**src/hw/rtl/cfpd_pkg.sv**
```systemverilog
// ----------------------------------------------------------------------------
// cfpd_pkg
// Shared constants, codes and the CRC-16/CCITT byte update for the framed
// packet decoder.
// ----------------------------------------------------------------------------
package cfpd_pkg;

    localparam int PAYLOAD_DEPTH = 64;
    localparam int PL_AW = (PAYLOAD_DEPTH > 1) ? $clog2(PAYLOAD_DEPTH) : 1;

    localparam logic [15:0] CRC_POLY = 16'h1021;

    // result event codes
    localparam logic [2:0] EV_ACCEPT  = 3'd0;
    localparam logic [2:0] EV_BAD_LEN = 3'd1;
    localparam logic [2:0] EV_BAD_CRC = 3'd2;
    localparam logic [2:0] EV_BAD_END = 3'd3;
    localparam logic [2:0] EV_BAD_TAIL = 3'd4;

    // configuration register indexes
    localparam logic [2:0] CFG_HEADER  = 3'd0;
    localparam logic [2:0] CFG_ENDCODE = 3'd1;
    localparam logic [2:0] CFG_TAIL    = 3'd2;
    localparam logic [2:0] CFG_MAX_LEN = 3'd3;
    localparam logic [2:0] CFG_SEED    = 3'd4;

    // MSB-first CRC update over one byte
    function automatic logic [15:0] crc16_feed(input logic [15:0] crc,
                                               input logic [7:0] b);
        logic [15:0] c;
        c = crc ^ {b, 8'h00};
        for (int k = 0; k < 8; k++)
        begin
            if (c[15])
                c = {c[14:0], 1'b0} ^ CRC_POLY;
            else
                c = {c[14:0], 1'b0};
        end
        return c;
    endfunction

endpackage

```
**src/hw/rtl/cfpd_ifs.sv**
```systemverilog
// ----------------------------------------------------------------------------
// cfpd channel interfaces
// Valid/ready channels for received bytes and decoder results.
// ----------------------------------------------------------------------------
interface cfpd_in_if;
    logic       valid;
    logic       ready;
    logic [7:0] rx_byte;

    modport source (output valid, output rx_byte, input ready);
    modport sink   (input valid, input rx_byte, output ready);
endinterface

interface cfpd_out_if;
    logic        valid;
    logic        ready;
    logic [2:0]  event_res;
    logic [7:0]  payload_byte;
    logic [5:0]  byte_index;
    logic [15:0] frame_type;
    logic [15:0] frame_length;
    logic        last;
    logic [31:0] accepted_count;
    logic [31:0] rejected_count;
    logic [31:0] bad_crc_count;
    logic [31:0] len_err_count;

    modport source (output valid, output event_res, output payload_byte,
                    output byte_index, output frame_type, output frame_length,
                    output last, output accepted_count, output rejected_count,
                    output bad_crc_count, output len_err_count, input ready);
    modport sink   (input valid, input event_res, input payload_byte,
                    input byte_index, input frame_type, input frame_length,
                    input last, input accepted_count, input rejected_count,
                    input bad_crc_count, input len_err_count, output ready);
endinterface

```
**src/hw/rtl/crc_framed_packet_decoder_core.sv**
```systemverilog
// ----------------------------------------------------------------------------
// crc_framed_packet_decoder_core
// Hunts for framed packets in a byte stream, checks length, endcode, CRC and
// tail, and replays the buffered payload of each good frame.
// ----------------------------------------------------------------------------
//  channel | dir | handshake           | payload
//  rx      | in  | valid/ready         | rx_byte
//  res     | out | valid/ready         | event, payload byte, index, frame
//          |     |                     | fields, last, four counters
//  cfg     | in  | cfg_we, no wait     | cfg_index, cfg_data
//
// One request per cycle while parsing; a byte is taken only while the output
// register is empty or its result leaves in the same cycle. After a good tail
// the payload is read back from the buffer RAM byte by byte (read, then load
// output); input is held off until the last payload byte has been loaded.
// Reset is asynchronous, active low; the buffer RAM needs no clearing.
// ----------------------------------------------------------------------------
module crc_framed_packet_decoder_core
    import cfpd_pkg::*;
(
    input  logic        clk,
    input  logic        rst_n,
    cfpd_in_if.sink     rx,
    cfpd_out_if.source  res,
    input  logic        cfg_we,
    input  logic [2:0]  cfg_index,
    input  logic [15:0] cfg_data
);

    localparam logic [3:0] PH_HUNT    = 4'd0;
    localparam logic [3:0] PH_TYPE    = 4'd1;
    localparam logic [3:0] PH_LEN     = 4'd2;
    localparam logic [3:0] PH_DATA    = 4'd3;
    localparam logic [3:0] PH_END     = 4'd4;
    localparam logic [3:0] PH_CRC     = 4'd5;
    localparam logic [3:0] PH_TAIL    = 4'd6;
    localparam logic [3:0] PH_EMIT_RD = 4'd7;
    localparam logic [3:0] PH_EMIT_WR = 4'd8;

    localparam logic [6:0] DEPTH7 = 7'(PAYLOAD_DEPTH);

    logic [3:0]  phase_reg, phase_next;
    logic [6:0]  pos_reg, pos_next;
    logic [15:0] type_reg, type_next;
    logic [15:0] len_reg, len_next;
    logic [15:0] crc_reg, crc_next;
    logic [7:0]  crc_lo_reg, crc_lo_next;
    logic [6:0]  emit_idx_reg, emit_idx_next;
    logic [31:0] acc_cnt_reg, acc_cnt_next;
    logic [31:0] rej_cnt_reg, rej_cnt_next;
    logic [31:0] crc_cnt_reg, crc_cnt_next;
    logic [31:0] len_cnt_reg, len_cnt_next;

    logic [7:0]  header_reg, endcode_reg, tail_reg;
    logic [6:0]  max_len_reg;
    logic [15:0] seed_reg;

    logic        out_valid_reg, out_valid_next;
    logic        out_load;
    logic [2:0]  out_event_reg, out_event_next;
    logic [7:0]  out_byte_reg, out_byte_next;
    logic [5:0]  out_idx_reg, out_idx_next;
    logic [15:0] out_type_reg;
    logic [15:0] out_len_reg, out_len_next;
    logic        out_last_reg, out_last_next;
    logic [31:0] out_acc_reg, out_rej_reg, out_crc_reg, out_lcnt_reg;

    logic              slot_free, in_ok, emitting;
    logic [7:0]        b;
    logic [6:0]        limit;
    logic [15:0]       len_full;
    logic [6:0]        pos_inc;
    logic              ram_we, ram_re;
    logic [PL_AW-1:0]  ram_waddr, ram_raddr;
    logic [7:0]        ram_rdata;

    cfpd_ram #(
        .WIDTH (8),
        .DEPTH (PAYLOAD_DEPTH)
    ) u_payload_ram (
        .clk   (clk),
        .we    (ram_we),
        .waddr (ram_waddr),
        .wdata (b),
        .re    (ram_re),
        .raddr (ram_raddr),
        .rdata (ram_rdata)
    );

    assign emitting  = (phase_reg == PH_EMIT_RD) || (phase_reg == PH_EMIT_WR);
    assign slot_free = !out_valid_reg || res.ready;
    assign rx.ready  = slot_free && !emitting;
    assign in_ok     = rx.valid && rx.ready;
    assign b         = rx.rx_byte;
    assign limit     = (max_len_reg < DEPTH7) ? max_len_reg : DEPTH7;
    assign len_full  = {b, len_reg[7:0]};
    assign pos_inc   = pos_reg + 7'd1;
    assign ram_waddr = pos_reg[PL_AW-1:0];
    assign ram_raddr = emit_idx_reg[PL_AW-1:0];

    always_comb
    begin
        phase_next     = phase_reg;
        pos_next       = pos_reg;
        type_next      = type_reg;
        len_next       = len_reg;
        crc_next       = crc_reg;
        crc_lo_next    = crc_lo_reg;
        emit_idx_next  = emit_idx_reg;
        acc_cnt_next   = acc_cnt_reg;
        rej_cnt_next   = rej_cnt_reg;
        crc_cnt_next   = crc_cnt_reg;
        len_cnt_next   = len_cnt_reg;
        ram_we         = 1'b0;
        ram_re         = 1'b0;
        out_load       = 1'b0;
        out_event_next = EV_ACCEPT;
        out_byte_next  = 8'h00;
        out_idx_next   = 6'd0;
        out_len_next   = len_reg;
        out_last_next  = 1'b1;

        case (phase_reg)
            PH_HUNT:
            begin
                if (in_ok && b == header_reg)
                begin
                    crc_next   = seed_reg;
                    pos_next   = 7'd0;
                    phase_next = PH_TYPE;
                end
            end
            PH_TYPE:
            begin
                if (in_ok)
                begin
                    crc_next = crc16_feed(crc_reg, b);
                    if (pos_reg == 7'd0)
                    begin
                        type_next = {8'h00, b};
                        pos_next  = 7'd1;
                    end
                    else
                    begin
                        type_next  = {b, type_reg[7:0]};
                        pos_next   = 7'd0;
                        phase_next = PH_LEN;
                    end
                end
            end
            PH_LEN:
            begin
                if (in_ok)
                begin
                    crc_next = crc16_feed(crc_reg, b);
                    if (pos_reg == 7'd0)
                    begin
                        len_next = {8'h00, b};
                        pos_next = 7'd1;
                    end
                    else
                    begin
                        len_next = len_full;
                        pos_next = 7'd0;
                        if (len_full == 16'd0 || len_full > {9'd0, limit})
                        begin
                            len_cnt_next   = len_cnt_reg + 32'd1;
                            phase_next     = PH_HUNT;
                            out_load       = 1'b1;
                            out_event_next = EV_BAD_LEN;
                            out_len_next   = len_full;
                        end
                        else
                            phase_next = PH_DATA;
                    end
                end
            end
            PH_DATA:
            begin
                if (in_ok)
                begin
                    ram_we   = 1'b1;
                    crc_next = crc16_feed(crc_reg, b);
                    if ({9'd0, pos_inc} >= len_reg)
                    begin
                        pos_next   = 7'd0;
                        phase_next = PH_END;
                    end
                    else
                        pos_next = pos_inc;
                end
            end
            PH_END:
            begin
                if (in_ok)
                begin
                    if (b == endcode_reg)
                    begin
                        crc_next   = crc16_feed(crc_reg, b);
                        pos_next   = 7'd0;
                        phase_next = PH_CRC;
                    end
                    else
                    begin
                        phase_next     = PH_HUNT;
                        out_load       = 1'b1;
                        out_event_next = EV_BAD_END;
                    end
                end
            end
            PH_CRC:
            begin
                if (in_ok)
                begin
                    if (pos_reg == 7'd0)
                    begin
                        crc_lo_next = b;
                        pos_next    = 7'd1;
                    end
                    else
                    begin
                        pos_next = 7'd0;
                        if (crc_reg == {b, crc_lo_reg})
                            phase_next = PH_TAIL;
                        else
                        begin
                            crc_cnt_next   = crc_cnt_reg + 32'd1;
                            rej_cnt_next   = rej_cnt_reg + 32'd1;
                            phase_next     = PH_HUNT;
                            out_load       = 1'b1;
                            out_event_next = EV_BAD_CRC;
                        end
                    end
                end
            end
            PH_TAIL:
            begin
                if (in_ok)
                begin
                    pos_next = 7'd0;
                    if (b != tail_reg)
                    begin
                        phase_next     = PH_HUNT;
                        out_load       = 1'b1;
                        out_event_next = EV_BAD_TAIL;
                    end
                    else
                    begin
                        acc_cnt_next  = acc_cnt_reg + 32'd1;
                        emit_idx_next = 7'd0;
                        phase_next    = PH_EMIT_RD;
                    end
                end
            end
            PH_EMIT_RD:
            begin
                ram_re     = 1'b1;
                phase_next = PH_EMIT_WR;
            end
            PH_EMIT_WR:
            begin
                // hold the read data until the output slot frees up
                if (slot_free)
                begin
                    out_load       = 1'b1;
                    out_event_next = EV_ACCEPT;
                    out_byte_next  = ram_rdata;
                    out_idx_next   = emit_idx_reg[5:0];
                    out_last_next  = (emit_idx_reg + 7'd1) == len_reg[6:0];
                    if (out_last_next)
                        phase_next = PH_HUNT;
                    else
                    begin
                        emit_idx_next = emit_idx_reg + 7'd1;
                        phase_next    = PH_EMIT_RD;
                    end
                end
            end
            default:
            begin
                phase_next = PH_HUNT;
                pos_next   = 7'd0;
            end
        endcase

        out_valid_next = out_load || (out_valid_reg && !res.ready);
    end

    always_ff @(posedge clk or negedge rst_n)
    begin
        if (!rst_n)
        begin
            phase_reg     <= PH_HUNT;
            pos_reg       <= 7'd0;
            type_reg      <= 16'd0;
            len_reg       <= 16'd0;
            crc_reg       <= 16'd0;
            crc_lo_reg    <= 8'd0;
            emit_idx_reg  <= 7'd0;
            acc_cnt_reg   <= 32'd0;
            rej_cnt_reg   <= 32'd0;
            crc_cnt_reg   <= 32'd0;
            len_cnt_reg   <= 32'd0;
            out_valid_reg <= 1'b0;
        end
        else
        begin
            phase_reg     <= phase_next;
            pos_reg       <= pos_next;
            type_reg      <= type_next;
            len_reg       <= len_next;
            crc_reg       <= crc_next;
            crc_lo_reg    <= crc_lo_next;
            emit_idx_reg  <= emit_idx_next;
            acc_cnt_reg   <= acc_cnt_next;
            rej_cnt_reg   <= rej_cnt_next;
            crc_cnt_reg   <= crc_cnt_next;
            len_cnt_reg   <= len_cnt_next;
            out_valid_reg <= out_valid_next;
        end
    end

    always_ff @(posedge clk or negedge rst_n)
    begin
        if (!rst_n)
        begin
            header_reg  <= 8'hAA;
            endcode_reg <= 8'h55;
            tail_reg    <= 8'hCC;
            max_len_reg <= 7'd64;
            seed_reg    <= 16'hFFFF;
        end
        else if (cfg_we)
        begin
            case (cfg_index)
                CFG_HEADER:  header_reg  <= cfg_data[7:0];
                CFG_ENDCODE: endcode_reg <= cfg_data[7:0];
                CFG_TAIL:    tail_reg    <= cfg_data[7:0];
                CFG_MAX_LEN: max_len_reg <= cfg_data[6:0];
                CFG_SEED:    seed_reg    <= cfg_data;
                default:     ;
            endcase
        end
    end

    always_ff @(posedge clk)
    begin
        if (out_load)
        begin
            out_event_reg <= out_event_next;
            out_byte_reg  <= out_byte_next;
            out_idx_reg   <= out_idx_next;
            out_type_reg  <= type_reg;
            out_len_reg   <= out_len_next;
            out_last_reg  <= out_last_next;
            out_acc_reg   <= acc_cnt_next;
            out_rej_reg   <= rej_cnt_next;
            out_crc_reg   <= crc_cnt_next;
            out_lcnt_reg  <= len_cnt_next;
        end
    end

    assign res.valid          = out_valid_reg;
    assign res.event_res      = out_event_reg;
    assign res.payload_byte   = out_byte_reg;
    assign res.byte_index     = out_idx_reg;
    assign res.frame_type     = out_type_reg;
    assign res.frame_length   = out_len_reg;
    assign res.last           = out_last_reg;
    assign res.accepted_count = out_acc_reg;
    assign res.rejected_count = out_rej_reg;
    assign res.bad_crc_count  = out_crc_reg;
    assign res.len_err_count  = out_lcnt_reg;

    // no byte is taken while the buffer is being replayed
    a_no_input_in_replay: assert property (@(posedge clk) disable iff (!rst_n)
        rx.ready |-> !emitting)
        else $error("input ready during payload replay");

    a_replay_index_in_frame: assert property (@(posedge clk) disable iff (!rst_n)
        (phase_reg == PH_EMIT_WR) |-> (emit_idx_reg < len_reg[6:0]))
        else $error("replay index beyond frame length");

    a_data_length_valid: assert property (@(posedge clk) disable iff (!rst_n)
        (phase_reg == PH_DATA) |-> (len_reg != 16'd0 && len_reg <= {9'd0, DEPTH7}))
        else $error("payload phase with unchecked length");

    a_reject_fields_clear: assert property (@(posedge clk) disable iff (!rst_n)
        (out_valid_reg && out_event_reg != EV_ACCEPT)
            |-> (out_byte_reg == 8'h00 && out_idx_reg == 6'd0 && out_last_reg))
        else $error("reject result with payload fields set");

    a_replay_continues: assert property (@(posedge clk) disable iff (!rst_n)
        (out_valid_reg && out_event_reg == EV_ACCEPT && !out_last_reg) |-> emitting)
        else $error("replay stopped before last byte");

endmodule

```
**src/hw/rtl/cfpd_ram.sv**
```systemverilog
// ----------------------------------------------------------------------------
// cfpd_ram
// Generic single-write, single-read RAM with registered read data.
// ----------------------------------------------------------------------------
module cfpd_ram #(
    parameter int WIDTH = 8,
    parameter int DEPTH = 64
) (
    input  logic                                         clk,
    input  logic                                         we,
    input  logic [((DEPTH > 1) ? $clog2(DEPTH) : 1)-1:0] waddr,
    input  logic [WIDTH-1:0]                             wdata,
    input  logic                                         re,
    input  logic [((DEPTH > 1) ? $clog2(DEPTH) : 1)-1:0] raddr,
    output logic [WIDTH-1:0]                             rdata
);

    logic [WIDTH-1:0] mem [DEPTH];

    always_ff @(posedge clk)
    begin
        if (we)
            mem[waddr] <= wdata;
        if (re)
            rdata <= mem[raddr];
    end

endmodule

```
**src/flat_wrapper.sv**
```systemverilog
// flat-port wrapper written by rule: the top's interface ports become plain ports
module crc_framed_packet_decoder_core_flat import cfpd_pkg::*;
  (clk, rst_n, cfg_we, cfg_index, cfg_data, rx_valid, rx_rx_byte, rx_ready, res_valid, res_event_res, res_payload_byte, res_byte_index, res_frame_type, res_frame_length, res_last, res_accepted_count, res_rejected_count, res_bad_crc_count, res_len_err_count, res_ready);
  cfpd_in_if rx_i ();
  cfpd_out_if res_i ();
  input  logic clk;
  input  logic rst_n;
  input  logic cfg_we;
  input  logic [2:0] cfg_index;
  input  logic [15:0] cfg_data;
  input wire logic [$bits(rx_i.valid)-1:0] rx_valid;
  input wire logic [$bits(rx_i.rx_byte)-1:0] rx_rx_byte;
  output wire logic [$bits(rx_i.ready)-1:0] rx_ready;
  output wire logic [$bits(res_i.valid)-1:0] res_valid;
  output wire logic [$bits(res_i.event_res)-1:0] res_event_res;
  output wire logic [$bits(res_i.payload_byte)-1:0] res_payload_byte;
  output wire logic [$bits(res_i.byte_index)-1:0] res_byte_index;
  output wire logic [$bits(res_i.frame_type)-1:0] res_frame_type;
  output wire logic [$bits(res_i.frame_length)-1:0] res_frame_length;
  output wire logic [$bits(res_i.last)-1:0] res_last;
  output wire logic [$bits(res_i.accepted_count)-1:0] res_accepted_count;
  output wire logic [$bits(res_i.rejected_count)-1:0] res_rejected_count;
  output wire logic [$bits(res_i.bad_crc_count)-1:0] res_bad_crc_count;
  output wire logic [$bits(res_i.len_err_count)-1:0] res_len_err_count;
  input wire logic [$bits(res_i.ready)-1:0] res_ready;
  assign rx_i.valid = rx_valid;
  assign rx_i.rx_byte = rx_rx_byte;
  assign rx_ready = rx_i.ready;
  assign res_valid = res_i.valid;
  assign res_event_res = res_i.event_res;
  assign res_payload_byte = res_i.payload_byte;
  assign res_byte_index = res_i.byte_index;
  assign res_frame_type = res_i.frame_type;
  assign res_frame_length = res_i.frame_length;
  assign res_last = res_i.last;
  assign res_accepted_count = res_i.accepted_count;
  assign res_rejected_count = res_i.rejected_count;
  assign res_bad_crc_count = res_i.bad_crc_count;
  assign res_len_err_count = res_i.len_err_count;
  assign res_i.ready = res_ready;
  crc_framed_packet_decoder_core u_core (.clk(clk), .rst_n(rst_n), .rx(rx_i), .res(res_i), .cfg_we(cfg_we), .cfg_index(cfg_index), .cfg_data(cfg_data));
endmodule
```
**config.mk**
```make
export PLATFORM = sky130hd
export DESIGN_NAME = crc_framed_packet_decoder_core_flat
export DESIGN_NICKNAME = d
export VERILOG_FILES = /design/src/hw/rtl/cfpd_pkg.sv /design/src/hw/rtl/cfpd_ifs.sv /design/src/hw/rtl/crc_framed_packet_decoder_core.sv /design/src/hw/rtl/cfpd_ram.sv /design/src/flat_wrapper.sv
export SDC_FILE = /design/constraint.sdc
export NUM_CORES = 1
export LEC_CHECK = 0
export ABC_AREA = 0
export BUFFER_PORTS_ARGS = -buffer_cell sky130_fd_sc_hd__buf_2
export CORE_ASPECT_RATIO = 0.6
export CORE_MARGIN = 1
export CORE_UTILIZATION = 60
export DETAILED_ROUTE_END_ITERATION = 16
export HOLD_SLACK_MARGIN = 0.06
export PLACE_DENSITY_LB_ADDON = 0.05
export SYNTH_ARGS = -nofsm -noshare
export SYNTH_HDL_FRONTEND = slang
export SYNTH_SLANG_ARGS = --single-unit
export TNS_END_PERCENT = 30
```
**constraint.sdc**
```tcl
create_clock -name clk -period 21.7 [get_ports clk]
set_clock_uncertainty 0.2 [all_clocks]
set_input_delay 1.085 -clock clk [delete_from_list [all_inputs] [get_ports clk]]
set_output_delay 1.085 -clock clk [all_outputs]
set_load 0.02 [all_outputs]
```
* After elaboration in Yosys (flattened, before gate mapping)
Memory sizes are Yosys's and may differ from the RTL's. A register that Yosys moved wholly into a read port is not among the register bits. Cells that the tools add are included.
Cells by class: muxes and demuxes 179, multiply operators 0, bitwise operators 31, eq/ne operators 33, reductions and logical operators 34, $add $sub $neg 6, shift operators 0, $lt $le $gt $ge 3, divide/modulo/power cells 0
Operators with widths (number):
- $mux W16 | 73
- $mux W32 | 15
- $mux W13 | 29
- $add A32 B1 Y32 const B | 4
- $not A3 Y3 | 29
- $mux W7 | 12
- $pmux W16 S5 | 1
- $mux W4 | 12
- $pmux W7 S6 | 1
- $pmux W4 S9 | 1
- $mux W3 | 11
- $ne A2 B1 Y1 const B | 11
- $mux W1 | 18
- $eq A16 B16 Y1 | 1
- $eq A4 B3 Y1 const B | 4
- $eq A8 B8 Y1 | 2
- $ge A7 B16 Y1 | 1
- $gt A16 B7 Y1 | 1
- $logic_not A16 Y1 | 1
- $reduce_and A2 Y1 | 8
- $xor A16 B16 Y16 | 1
- $add A7 B1 Y7 const B | 2
- $pmux W7 S2 | 1
- $reduce_and A7 Y1 | 2
- other kinds (27) | 45
Word-level totals: bits of input ports 32, memory bits (read-only) 0, memories kept 1, output and inout bits 180, bits in latches 0, flip-flop bits (word level) 428, bits in writable memories 512, logic and storage cells 316
Memory list:
- u_core.u_payload_ram.mem | depth 64, bits a word 8, rd ports 1, clocked after Yosys merged registers in 1, write ports 1, RTL line cfpd_ram.sv:18 | logic [WIDTH-1:0] mem [DEPTH];

* Logic depth before layout (Yosys ltp)
depth in word-level cells 42, gate-level depth with buffers 11, gate-level depth less buffers 9

* Cells and area by module
From an unflattened synthesis, not the netlist that was laid out.
Second synthesis, totals: cells, all modules 2285, area total of the unflattened synthesis 38257.9 um2
Modules (own cells, without submodules):
- cfpd_ram | seq. area each 15615.0 um2, instances 1, cells each 952, area an instance 20340.8 um2
- crc_framed_packet_decoder_core | seq. area each 11637.4 um2, instances 1, cells each 1333, area an instance 17917.2 um2

* Worst setup path before layout
Ideal clock, no wire load.
path kind input to register, start input rx_rx_byte[7], end register u_core.out_acc_reg[0] (netlist: u_core.res.accepted_count[0]) (enable), data arrival time 9.334 ns, stages 7, buffers on the path 1, required time 20.782 ns, library setup time 0.718 ns, path slack 11.448 ns, path through clkbuf_1 -> xnor2_1 -> nand4_1 -> o21bai_1 -> nand3_1 -> o211ai_1 -> nor2_1
Between the ends: cells in the longest elaborated chain, start to end 6, elaborated cells on any way between the ends 17, classes of those cells 1 x order compare; 3 x eq/ne; 11 x mux; 2 x reduce/logical
Ends and longest elaborated chain:
- start, declared | RTL line flat_wrapper.sv:12 | input wire logic [$bits(rx_i.rx_byte)-1:0] rx_rx_byte;
- $gt A16 B7 Y1 / $logic_not A16 Y1 (equally long branches) | RTL line crc_framed_packet_decoder_core.sv:165 | if (len_full == 16'd0 || len_full > {9'd0, limit})
- $logic_or A1 B1 Y1 | RTL line crc_framed_packet_decoder_core.sv:165
- $mux W1 | RTL line crc_framed_packet_decoder_core.sv:165
- $mux W1 | RTL line crc_framed_packet_decoder_core.sv:156 | if (pos_reg == 7'd0)
- $mux W1 | RTL line crc_framed_packet_decoder_core.sv:153 | if (in_ok)
- $pmux W1 S5 (*) | RTL line crc_framed_packet_decoder_core.sv:123 | case (phase_reg)
- net u_core.out_load | RTL line crc_framed_packet_decoder_core.sv:59 | logic out_load;
- end signal, assigned | RTL line crc_framed_packet_decoder_core.sv:356 | out_acc_reg <= acc_cnt_next;
- end, declared | RTL line crc_framed_packet_decoder_core.sv:66 | logic [31:0] out_acc_reg, out_rej_reg, out_crc_reg, out_lcnt_reg;
Mark *: on every way through the listed nets, which the timed path passes. The rest lies on a longest branch. A chain may end at the register's enable or synchronous reset.

* Worst setup path after layout
start input res_ready, end memory u_core.u_payload_ram.mem[62][5] (enable)
Between the ends: cells in the longest elaborated chain, start to end 7
Ends and longest elaborated chain:
- start, declared | RTL line flat_wrapper.sv:25 | input wire logic [$bits(res_i.ready)-1:0] res_ready;
- $logic_or A1 B1 Y1 | RTL line crc_framed_packet_decoder_core.sv:91 | assign slot_free = !out_valid_reg || res.ready;
- $logic_and A1 B1 Y1 | RTL line crc_framed_packet_decoder_core.sv:92 | assign rx.ready = slot_free && !emitting;
- $logic_and A1 B1 Y1 | RTL line crc_framed_packet_decoder_core.sv:93 | assign in_ok = rx.valid && rx.ready;
- $mux W1 | RTL line crc_framed_packet_decoder_core.sv:180 | if (in_ok)
- $mux W1 | RTL line crc_framed_packet_decoder_core.sv:123
- $mux W1 | RTL line cfpd_ram.sv:22 | if (we)
- $mux W1 (implied by the code) | RTL line cfpd_ram.sv:23 | mem[waddr] <= wdata;
- end, declared | RTL line cfpd_ram.sv:18
Every way passes these cells.

==> flow_summary_export.csv <==
group,metric,value,unit
timing,hold_ws,0.241,ns
timing,max_freq,207,MHz
final_layout,layout.cells.non_filler,3265,
final_layout,nets,2421,
floorplan,die_x,327,um
timing,fin_crit_sh,22.3,%
floorplan,die-area,0.0643,mm2
logic_synthesis,ys_ff_latch,948,
place,dp_cells,3111,
clock_tree,cts_sinks,948,
final_layout,drive_above_1_share,27.3,%
route,firstDrtPassIters,5,
setup_path,path_cells,"buf_2 > nand2b_1 > nand4_1 > nor3_1 > nand3_1 > nor2_1",
logic_synthesis,synthFlopType,"edfxtp_1",
flow_run,cap_violations,0,
logic_synthesis,syn_area_per_cell,17.7,um2
clock_tree,ctsResizeCount,0,
timing,slew_headroom,15.7,%
logic_synthesis,synth_edf_count,698,
final_layout,areaGrowthSynthToFinish,12.3,%
global_routing,grt_usage,27.8,%
logic_synthesis,ys_seq_area_share,71.8,%
floorplan,rows,70,
final_layout,regArea,0.0273,mm2
clock_tree,clk_pin_slew,0.07,ns
floorplan,core_region_area,0.0617,mm2
clock_tree,holdBufCountCts,0,
route,vias,20500,
setup_path,cp_max_fo,23,
global_routing,grt_pass1_wl,131000,um
setup_path,cp_slowest_cell,"nand4_1",
floorplan,io_pins,212,
final_layout,top_register,"u_core.u_payload_ram.mem",
global_routing,gr-total-overflow,0,
setup_path,cp.required,21.76,ns
place,dp_hpwl,55500,um
place,gp_congestion,0.828,
global_routing,grt_pass1_vias,20300,
logic_synthesis,synth_async_sr_flop_share,26.4,%
global_routing,grt_max_degree,179,
floorplan,die_y,197,um
final_layout,multi_input_area,0.0102,mm2
setup_path,worstSetupPathType,"input port to register",
route,postRouteAntennaNets,0,
global_routing,antenna_found_initial,2,
timing,maxSlewViolCount,0,
final_layout,largest_register_ffs,512,
timing,fin_tns_setup,0,ns
route,finalWirelength,87400,um
route,drt_iter0_drc,2194,
power,vdd_ir_drop_max,0.0832,mV
clock_tree,cts-root-buf,"clkbuf_16",
floorplan,start_util,61.5,%
outcome,outcome,"complete, no violations",
clock_tree,clockBufferDepth,3,
timing,hold_violations,0,
place,io_buffers,211,
clock_tree,cts_tree,"built",
clock_tree,post_cts.repair.setup_buffers,0,
final_layout,fillCellCount,4039,
clock_tree,h-tree-depth,3,
logic_synthesis,syn_area,0.0380,mm2
clock_tree,insertion_delay,0.65,ns
power,p_leak,0.0150,uW
route,post_drt_via_cell_ratio,6.29,
setup_path,start_kind,"input port",
power,power,4700,uW
logic_synthesis,synthDistinctLibCells,71,
setup_path,worstPathArrival,4.89,ns
setup_path,cp-end-kind,"register",
timing,finalSetupViolCount,0,
logic_synthesis,yosys_warnings,0,
timing,min_period,4.84,ns
timing,rsz0062_at_grt,"false",
power,power_density,110,mW/mm2
hold_path,hp-class,"register to register",
route,drc,0,
logic_synthesis,syn_nets,2199,
route,wire_per_inst,26.8,um
timing,worst_slew_pin_slew,1.25,ns
logic_synthesis,netlist_instances,2146,
clock_tree,cts_buffers,83,
setup_path,max_stage_delay,0.90,ns
logic make-up after synthesis:
kind of cell / share of synthesized area, %
XOR/XNOR: 4.61
AND/OR/NAND/NOR: 6.54
flip-flops: 71.8
buffers and inverters: 1.44
multiplexers: 12.7
adder cells (fa/ha/maj): 0.692
AO/OA/AOI/OAI: 2.16
cell type report:
cell class	count	share of cell area, %
Sequential cell	948	64.0
Antenna cell	1	0.00587
Timing Repair Buffer	233	2.95
Multi-Input combinational cell	1069	23.9
Clock buffer	105	5.22
Inverter	33	0.291
Clock inverter	48	1.23
Tap cell	828	2.43
worst paths after layout:
path | start | endpoint | slack (ns) | cells past startpoint
worst max-delay path | res_ready | u_core.u_payload_ram.mem[62][5] | 16.86 | 6
worst min-delay path | u_core.type_reg[7] | u_core.res.frame_type[7] | 0.24 | 0
worst max register to register | u_core.res.valid | u_core.u_payload_ram.mem[62][5] | 17.05 | 5
worst min register to register | u_core.type_reg[7] | u_core.res.frame_type[7] | 0.24 | 0
max in group asynchronous | rst_n | u_core.crc_lo_reg[5] | 19.53 | 2
min in group asynchronous | rst_n | u_core.crc_cnt_reg[11] | 0.25 | 1
critical path: cells and delay by family:
family                 cells  cell delay [ns]
AND/OR/NAND/NOR            5             3.71
buffers and inverters      1             0.08
synthesized netlist by cell type, types with 9 or more instances:
cell type,count,area share [%]
buf_1,16,0.16
a31oi_1,9,0.15
xnor2_1,142,3.3
dfstp_2,29,2.0
edfxtp_1,698,55
nor2_1,116,1.1
mux2i_1,12,0.32
nor2b_1,9,0.15
and4_1,15,0.35
dfrtp_1,221,15
or3_1,9,0.15
clkbuf_1,51,0.50
nand3_1,74,0.98
buf_2,24,0.32
nor3_1,34,0.45
nand2_1,72,0.71
ha_1,21,0.69
o21ai_0,24,0.32
inv_1,32,0.32
a22o_1,28,0.65
mux4_2,168,10
mux2_2,82,2.4
nand4_1,44,0.73
xor2_1,55,1.3
a21oi_1,19,0.25
and3_1,38,0.63
nor4_1,19,0.31
layer usage:
metal | vias up | routed length, um | track usage (%)
li1 | 8798 | - | -
met3 | 102 | 8450 | 7.97
met5 | - | 0 | 0
met4 | 0 | 1510 | 6.20
met2 | 884 | 37700 | 38.0
met1 | 10700 | 39800 | 44.5
layout by cell type (no fill, tap or decap), types with 19 or more instances in the layout:
master       n
buf_4       20
mux2_2      82
dfrtp_1    218
mux4_2     168
a22o_1      28
xnor2_1    142
nor4_1      19
nand2_1     72
and3_1      38
nor3_1      32
xor2_1      55
ha_1        21
nand3_1     74
dfstp_2     29
a21oi_1     19
nor2_1     114
clkbuf_16   85
o21ai_0     24
inv_1       32
nand4_1     44
buf_2      210
edfxtp_1   698
power by group:
part / switching (uW) / internal (uW) / leakage (uW)
clock: 656 / 859 / 0.00134
combinational: 534 / 423 / 0.00424
sequential: 111 / 2120 / 0.00939
metrics by stage:
step | utilization, % | worst slack, ns | area, um2
6_report | 69.0 | 16.86 | 42600
5_1_grt | 69.0 | 16.61 | 42600
4_1_cts | 69.0 | 16.96 | 42600
3_5_place_dp | 64.5 | 16.25 | 39900
2_1_floorplan | - | 11.45 | 38000
3_3_place_gp | 64.5 | 16.36 | 39900
No activity file was read; power rests on OpenSTA's default activity.
